--- config.mk ---
export PLATFORM = sky130hd
export DESIGN_NAME = pre_ram
export DESIGN_NICKNAME = d
export VERILOG_FILES = /design/src/rtl/pre_ram.sv
export SDC_FILE = /design/constraint.sdc
export NUM_CORES = 1
export LEC_CHECK = 0
export ABC_AREA = 1
export BUFFER_PORTS_ARGS = -buffer_cell sky130_fd_sc_hd__buf_2
export CELL_PAD_IN_SITES_DETAIL_PLACEMENT = 0
export CELL_PAD_IN_SITES_GLOBAL_PLACEMENT = 1
export CORE_MARGIN = 2
export CORE_UTILIZATION = 44
export DETAILED_ROUTE_END_ITERATION = 12
export GPL_TIMING_DRIVEN = 0
export PLACE_DENSITY_LB_ADDON = 0.1
export RECOVER_POWER = 50
export SLEW_MARGIN = 15
export SYNTH_ARGS = -nofsm -noshare
export SYNTH_HDL_FRONTEND = slang
export SYNTH_SLANG_ARGS = --single-unit
--- constraint.sdc ---
create_clock -name clk -period 0.99 [get_ports clk]
set_input_delay 0.099 -clock clk [delete_from_list [all_inputs] [get_ports clk]]
set_output_delay 0.099 -clock clk [all_outputs]
set_load 0.05 [all_outputs]
--- src/rtl/pre_ram.sv ---
// Generic single-port-write, single-port-read RAM with registered read data.
// No dependencies.
module pre_ram #(
	parameter int Width = 8,
	parameter int Depth = 16
) (
	input  logic                     clk,
	input  logic                     we,
	input  logic [$clog2(Depth)-1:0] waddr,
	input  logic [Width-1:0]         wdata,
	input  logic [$clog2(Depth)-1:0] raddr,
	output logic [Width-1:0]         rdata
);
	logic [Width-1:0] mem [Depth];

	always_ff @(posedge clk) begin
		if (we) mem[waddr] <= wdata;
		rdata <= mem[raddr];
	end
endmodule

# Word level (Yosys, flattened, before mapping)
# Memories as Yosys holds them, arrays and structs flattened. A register that Yosys moved wholly into a read port is not among the register bits.
# Cells that the tools add are included.
[classes]
muxes = 2
[op_table]
columns = ["operator", "count"]
rows = [
  ["$mux W1", 2],
]
[word_totals]
regBits = 0
mem_bits_rw = 128
inputBits = 18
output_inout_bits = 8
elab_cells = 3
memories = 1
[mem_list]
columns = ["name", "words", "width", "read_ports", "rd_clocked_by_memory_dff", "wr", "line", "source"]
rows = [
  ["mem", 16, 8, 1, 1, 1, "14", "logic [Width-1:0] mem [Depth];"],
]

# Logic depth before layout (Yosys ltp)
[logic_depth]
depth_word = 2
mapped_depth = 8
ltp_nobuf = 7

# Worst setup path after synthesis
# No wires, ideal clock.
[synth_timing]
path_kind = "input to register"
start = "input port waddr[3]"
end = "memory mem[4][0] (enable)"
setup_time_ns = 0.370
t_arrival_ns = 0.680
required_ns = 0.620
path_slack_ns = -0.060
cell_stages = 2
n_path_buf = 0
path_cell_list = "nand3b_1 -> nor2_1"
[synth_rtl]
columns = ["element", "line", "source"]
rows = [
  ["start, declared", "9", "input logic [$clog2(Depth)-1:0] waddr,"],
  ["end, declared", "14", ""],
]
# Straight into the memory's write port.

# Worst setup path after layout
[layout_timing]
start = "register rdata[1], read port of mem"
end = "output port rdata[1]"
[layout_rtl]
columns = ["element", "line", "source"]
rows = [
  ["start, declared", "12", "output logic [Width-1:0] rdata"],
]
# No word-level cell between the ends.

==> impl_results.html <==
<table>
<tr><th>Metric</th><th>Value</th></tr>
<tr><th colspan="2">Synth</th></tr>
<tr><td>Post-synthesis mux area share</td><td>0%</td></tr>
<tr><td>Post-synthesis sequential element count</td><td>136</td></tr>
<tr><td>Number of unique standard cell types used by synthesis</td><td>12</td></tr>
<tr><td>Net count after synthesis</td><td>569</td></tr>
<tr><td>Largest family of logic cells by synthesized area</td><td>simple AND/OR/NAND/NOR gates</td></tr>
<tr><td>Adder and majority gate portion of the synthesized area</td><td>0%</td></tr>
<tr><td>Share of the synthesized area in compound gates (AO/OA/AOI/OAI)</td><td>0%</td></tr>
<tr><td>Part of the Yosys area used for sequential elements</td><td>69.4%</td></tr>
<tr><td>Xor-xnor portion of the synthesized cell area</td><td>0%</td></tr>
<tr><td>Post-Synthesis Cells</td><td>551</td></tr>
<tr><td>Yosys warning count</td><td>0</td></tr>
<tr><td>Per-instance average area after synthesis</td><td>10.5 um^2</td></tr>
<tr><td>Netlist area before placement</td><td>5770 um^2</td></tr>
<tr><td>Synth Area in Simple Gates</td><td>21.0%</td></tr>
<tr><th colspan="2">Global routing</th></tr>
<tr><td>Total routing resource utilization after global routing</td><td>a little over a fifth</td></tr>
<tr><td>Via count of the first global-routing pass</td><td>approximately 3500</td></tr>
<tr><td>Global-route wire length before repair</td><td>about 21000 um</td></tr>
<tr><td>Antenna violations before repair</td><td>0</td></tr>
<tr><td>Pin count of the biggest net entering global routing</td><td>17</td></tr>
<tr><td>Overflow left after global routing</td><td>0</td></tr>
<tr><th colspan="2">Floorplan</th></tr>
<tr><td>Std-Cell Rows</td><td>41</td></tr>
<tr><td>Initial cell density of the core</td><td>between 40 and 50%</td></tr>
<tr><td>CORE AREA</td><td>12700 um^2</td></tr>
<tr><td>Top-Level Pins</td><td>26</td></tr>
<tr><td>Die ar.</td><td>14000 um^2</td></tr>
<tr><td>Horizontal die dimension</td><td>about 120 um</td></tr>
<tr><td>Vertical extent of the die</td><td>~120 um</td></tr>
<tr><th colspan="2">Placed design</th></tr>
<tr><td>Cell count after placement</td><td>745</td></tr>
<tr><td>Post-detail-place hpwl</td><td>roughly 9300 um</td></tr>
<tr><td>Final GP Congestion</td><td>approximately 0.82</td></tr>
<tr><td>Dpl cell area</td><td>6100 um^2</td></tr>
<tr><td># port buffers</td><td>22</td></tr>
<tr><th colspan="2">STA</th></tr>
<tr><td>Finish-stage setup viols</td><td>1</td></tr>
<tr><td>Sum of negative setup slack</td><td>-3.39 ps</td></tr>
<tr><td>Final Critical Period</td><td>993 ps</td></tr>
<tr><td>Number of max-slew violations in the final report</td><td>0</td></tr>
<tr><td>Timing-limited maximum frequency</td><td>1010 MHz</td></tr>
<tr><td>Max_slew headroom</td><td>37.1%</td></tr>
<tr><td>Tcrit/Tclk final</td><td>100%</td></tr>
<tr><td>Clock skew after layout</td><td>6.00 ps</td></tr>
<tr><td>Worst path setup slack after routing</td><td>-3.39 ps</td></tr>
<tr><td>Final Hold Violating Endpoints</td><td>0</td></tr>
<tr><td>RSZ-0062 raised after global routing</td><td>yes</td></tr>
<tr><td>Transition time at the pin with the least slew margin</td><td>about 940 ps</td></tr>
<tr><th colspan="2">Clock tree</th></tr>
<tr><td>Number of buffers on the longest clock path</td><td>2</td></tr>
<tr><td>Clock buffers created by TritonCTS</td><td>17</td></tr>
<tr><td>Clock tree root buffer cell</td><td>sky130_fd_sc_hd__clkbuf_16</td></tr>
<tr><td>H-tree level count</td><td>4</td></tr>
<tr><td>Later-pin clock latency in the skew report</td><td>420 ps</td></tr>
<tr><td>Count of clock tree sinks</td><td>around 140</td></tr>
<tr><td>Clk pin slew, worst setup/hold paths</td><td>roughly 60 ps</td></tr>
<tr><td>TritonCTS clock tree</td><td>done</td></tr>
<tr><th colspan="2">Drt</th></tr>
<tr><td>Length of the first detailed-routing pass in iterations</td><td>5</td></tr>
<tr><td>Number of DRC violations after detailed-routing iteration 0</td><td>299</td></tr>
<tr><td>Drt wl/cell</td><td>18.4 um</td></tr>
<tr><td>Via density per instance</td><td>~4.9</td></tr>
<tr><td>Total number of vias</td><td>roughly 3800</td></tr>
<tr><td>Final routed DRC violation total</td><td>0</td></tr>
<tr><td>Total wirelength of the detailed-routed design</td><td>14300 um</td></tr>
<tr><td>Antenna Violating Nets Remaining</td><td>0</td></tr>
<tr><th colspan="2">Layout</th></tr>
<tr><td>Register cell area after layout</td><td>4010 um^2</td></tr>
<tr><td>Area of the multi-input gates</td><td>1460 um^2</td></tr>
<tr><td>Area growth from synthesis to final layout</td><td>21.2%</td></tr>
<tr><td>Post-route insts no fill</td><td>777</td></tr>
<tr><td>Nets</td><td>610</td></tr>
<tr><td>Number of fill cells</td><td>1170</td></tr>
<tr><td>Final core utilization</td><td>54.9%</td></tr>
<tr><td>Antenna diodes</td><td>0</td></tr>
<tr><td>Post-route cell area</td><td>6990 um^2</td></tr>
<tr><td>Proportion of layout cells with a drive suffix above 1</td><td>22.8%</td></tr>
<tr><th colspan="2">Critical path</th></tr>
<tr><td>Slowest Stage Delay on Critical Path</td><td>320 ps</td></tr>
<tr><td>Cell breakdown of the critical path</td><td>buf_6</td></tr>
<tr><td>Critical path launch point type</td><td>flop</td></tr>
<tr><td>Required arrival time at the worst endpoint</td><td>890 ps</td></tr>
<tr><td>Data arrival at the endpoint of the critical path</td><td>just under 900 ps</td></tr>
<tr><td>Bufs and invs on worst path</td><td>1</td></tr>
<tr><td>Worst setup path class</td><td>reg -&gt; out</td></tr>
<tr><td>CP delay by family, top</td><td>flip-flops</td></tr>
<tr><td>Highest net fanout along the worst path</td><td>1</td></tr>
<tr><td>Critical Path Slowest Stage Cell</td><td>sky130_fd_sc_hd__dfxtp_2</td></tr>
<tr><td>Kind of end point of the critical path</td><td>output pin</td></tr>
<tr><th colspan="2">Run</th></tr>
<tr><td>Max-capacitance violation count</td><td>0</td></tr>
<tr><th colspan="2">Power</th></tr>
<tr><td>Leakage component of the power</td><td>2.98 nW</td></tr>
<tr><td>Fraction of power spent switching nets</td><td>between 20 and 25%</td></tr>
<tr><td>Ratio of total power to cell area</td><td>between 1500 and 2000 nW/um^2</td></tr>
<tr><td>Maximum vdd ir drop</td><td>1320 uV</td></tr>
<tr><td>Net switching power of the design</td><td>around 3 mW</td></tr>
<tr><td>Relative contribution of combinational cells to total power</td><td>just over 8%</td></tr>
<tr><td>Portion of total power attributed to sequential cells</td><td>between 40% and 50%</td></tr>
<tr><td>Part of the power in the clock network</td><td>approximately 44%</td></tr>
<tr><td>Internal power consumption</td><td>around 11 mW</td></tr>
<tr><th colspan="2">Outcome</th></tr>
<tr><td>Failing checks</td><td>setup timing</td></tr>
<tr><td>Status</td><td>finished with violations</td></tr>
<tr><th colspan="2">Min path</th></tr>
<tr><td>Path class of the lowest-slack min-delay path</td><td>in -&gt; reg</td></tr>
</table>
==> cells in the final DEF, fill, tap and decap left out <==
master,n
sky130_fd_sc_hd__nand2_2,6
sky130_fd_sc_hd__nand3_1,59
sky130_fd_sc_hd__buf_2,20
sky130_fd_sc_hd__edfxtp_1,128
sky130_fd_sc_hd__dfxtp_2,8
sky130_fd_sc_hd__clkinv_2,5
sky130_fd_sc_hd__nor2_2,16
sky130_fd_sc_hd__inv_1,100
sky130_fd_sc_hd__nand3_2,38
sky130_fd_sc_hd__clkbuf_1,9
sky130_fd_sc_hd__nand2_1,167
sky130_fd_sc_hd__nor2_1,1
sky130_fd_sc_hd__clkbuf_16,19
sky130_fd_sc_hd__inv_2,2
sky130_fd_sc_hd__buf_6,10
sky130_fd_sc_hd__buf_4,4
sky130_fd_sc_hd__clkbuf_8,5
sky130_fd_sc_hd__buf_8,4
sky130_fd_sc_hd__clkinvlp_4,1
sky130_fd_sc_hd__nand3b_1,2
sky130_fd_sc_hd__buf_1,1
==> stage by stage <==
| step | hold WS (ps) | worst slack, ps | power, mW |
|---|---|---|---|
| 2_1_floorplan | 198 | -59.8 | 7.18 |
| 5_1_grt | 130 | -50.4 | 14.1 |
| 6_report | 107 | -3.39 | 13.7 |
| 3_5_place_dp | 542 | -645 | 7.56 |
| 4_1_cts | 95.6 | -199 | 13.7 |
| 3_3_place_gp | 539 | -636 | 7.55 |
==> repair_timing <==
action / in CTS / in global routing
pin swaps: 1 / 20
setup endpoints to repair: 78 / 88
gates resized for setup: 35 / 48
hold buffers: 0 / 0
buffers inserted: 0 / 0
==> power groups by stage <==
| stage | logic [mW] | clock network (mW) | registers, mW |
|---|---|---|---|
| 6_report | 1.11 | 6.07 | 6.49 |
| 5_1_grt | 1.19 | 6.37 | 6.50 |
| 4_1_cts | 1.04 | 6.13 | 6.49 |
| 3_5_place_dp | 0.969 | 0 | 6.59 |
| 3_3_place_gp | 0.962 | 0 | 6.58 |
| 2_1_floorplan | 0.458 | 0 | 6.72 |
==> final cells by class <==
| cell class | instances | share of cell area, % |
|---|---|---|
| Buffer | 24 | 2.38 |
| Clock buffer | 26 | 7.90 |
| Clock inverter | 6 | 0.466 |
| Inverter | 102 | 5.48 |
| Multi-Input combinational cell | 289 | 20.9 |
| Sequential cell | 136 | 57.4 |
| Tap cell | 172 | 3.08 |
| Timing Repair Buffer | 22 | 2.38 |
==> metal layers <==
layer / global-route usage, % / vias up / routed length, um
met5: 0 / - / 0
met2: 31.1 / 111 / 6430
li1: - / 1853 / -
met4: 8.33 / 0 / 395
met1: 31.1 / 1790 / 6750
met3: 4.49 / 30 / 689
==> path summary, 6_finish.rpt <==
| kind | start | end | slack (ps) | depth (start not counted) |
|---|---|---|---|---|
| max | rdata[1]$_DFF_P_ | rdata[1] | -3 | 1 |
| max reg2reg | mem[2][4]$_DFFE_PP_ | rdata[4]$_DFF_P_ | 30 | 6 |
| min | raddr[2] | rdata[3]$_DFF_P_ | 110 | 4 |
| min reg2reg | mem[6][2]$_DFFE_PP_ | rdata[2]$_DFF_P_ | 670 | 6 |
==> worst reg2reg max path, delay by kind of cell (launching register included) <==
family / cells / cell delay, ps
and+or+nand+nor: 6 / 480
DFF: 1 / 370
==> state kept, by name, indices dropped and copies added, names as in the netlist <==
register and flops:
rdata 8, mem 128
==> logic make-up after synthesis <==
family        Yosys count
buf+inv               126
flops                 136
simple gates          289
==> Yosys cell counts <==
library cell / n / area [um^2]
sky130_fd_sc_hd__nand3_1: 97 / 485
sky130_fd_sc_hd__nand3b_1: 2 / 15.0
sky130_fd_sc_hd__inv_2: 2 / 7.51
sky130_fd_sc_hd__buf_6: 6 / 67.6
sky130_fd_sc_hd__buf_1: 1 / 3.75
sky130_fd_sc_hd__nor2_1: 17 / 63.8
sky130_fd_sc_hd__buf_4: 4 / 30.0
sky130_fd_sc_hd__inv_1: 100 / 375
sky130_fd_sc_hd__nand2_1: 173 / 649
sky130_fd_sc_hd__edfxtp_1: 128 / 3840
sky130_fd_sc_hd__dfxtp_1: 8 / 160
sky130_fd_sc_hd__buf_2: 13 / 65.1
Note: power is estimated with default switching activity, not from simulation.
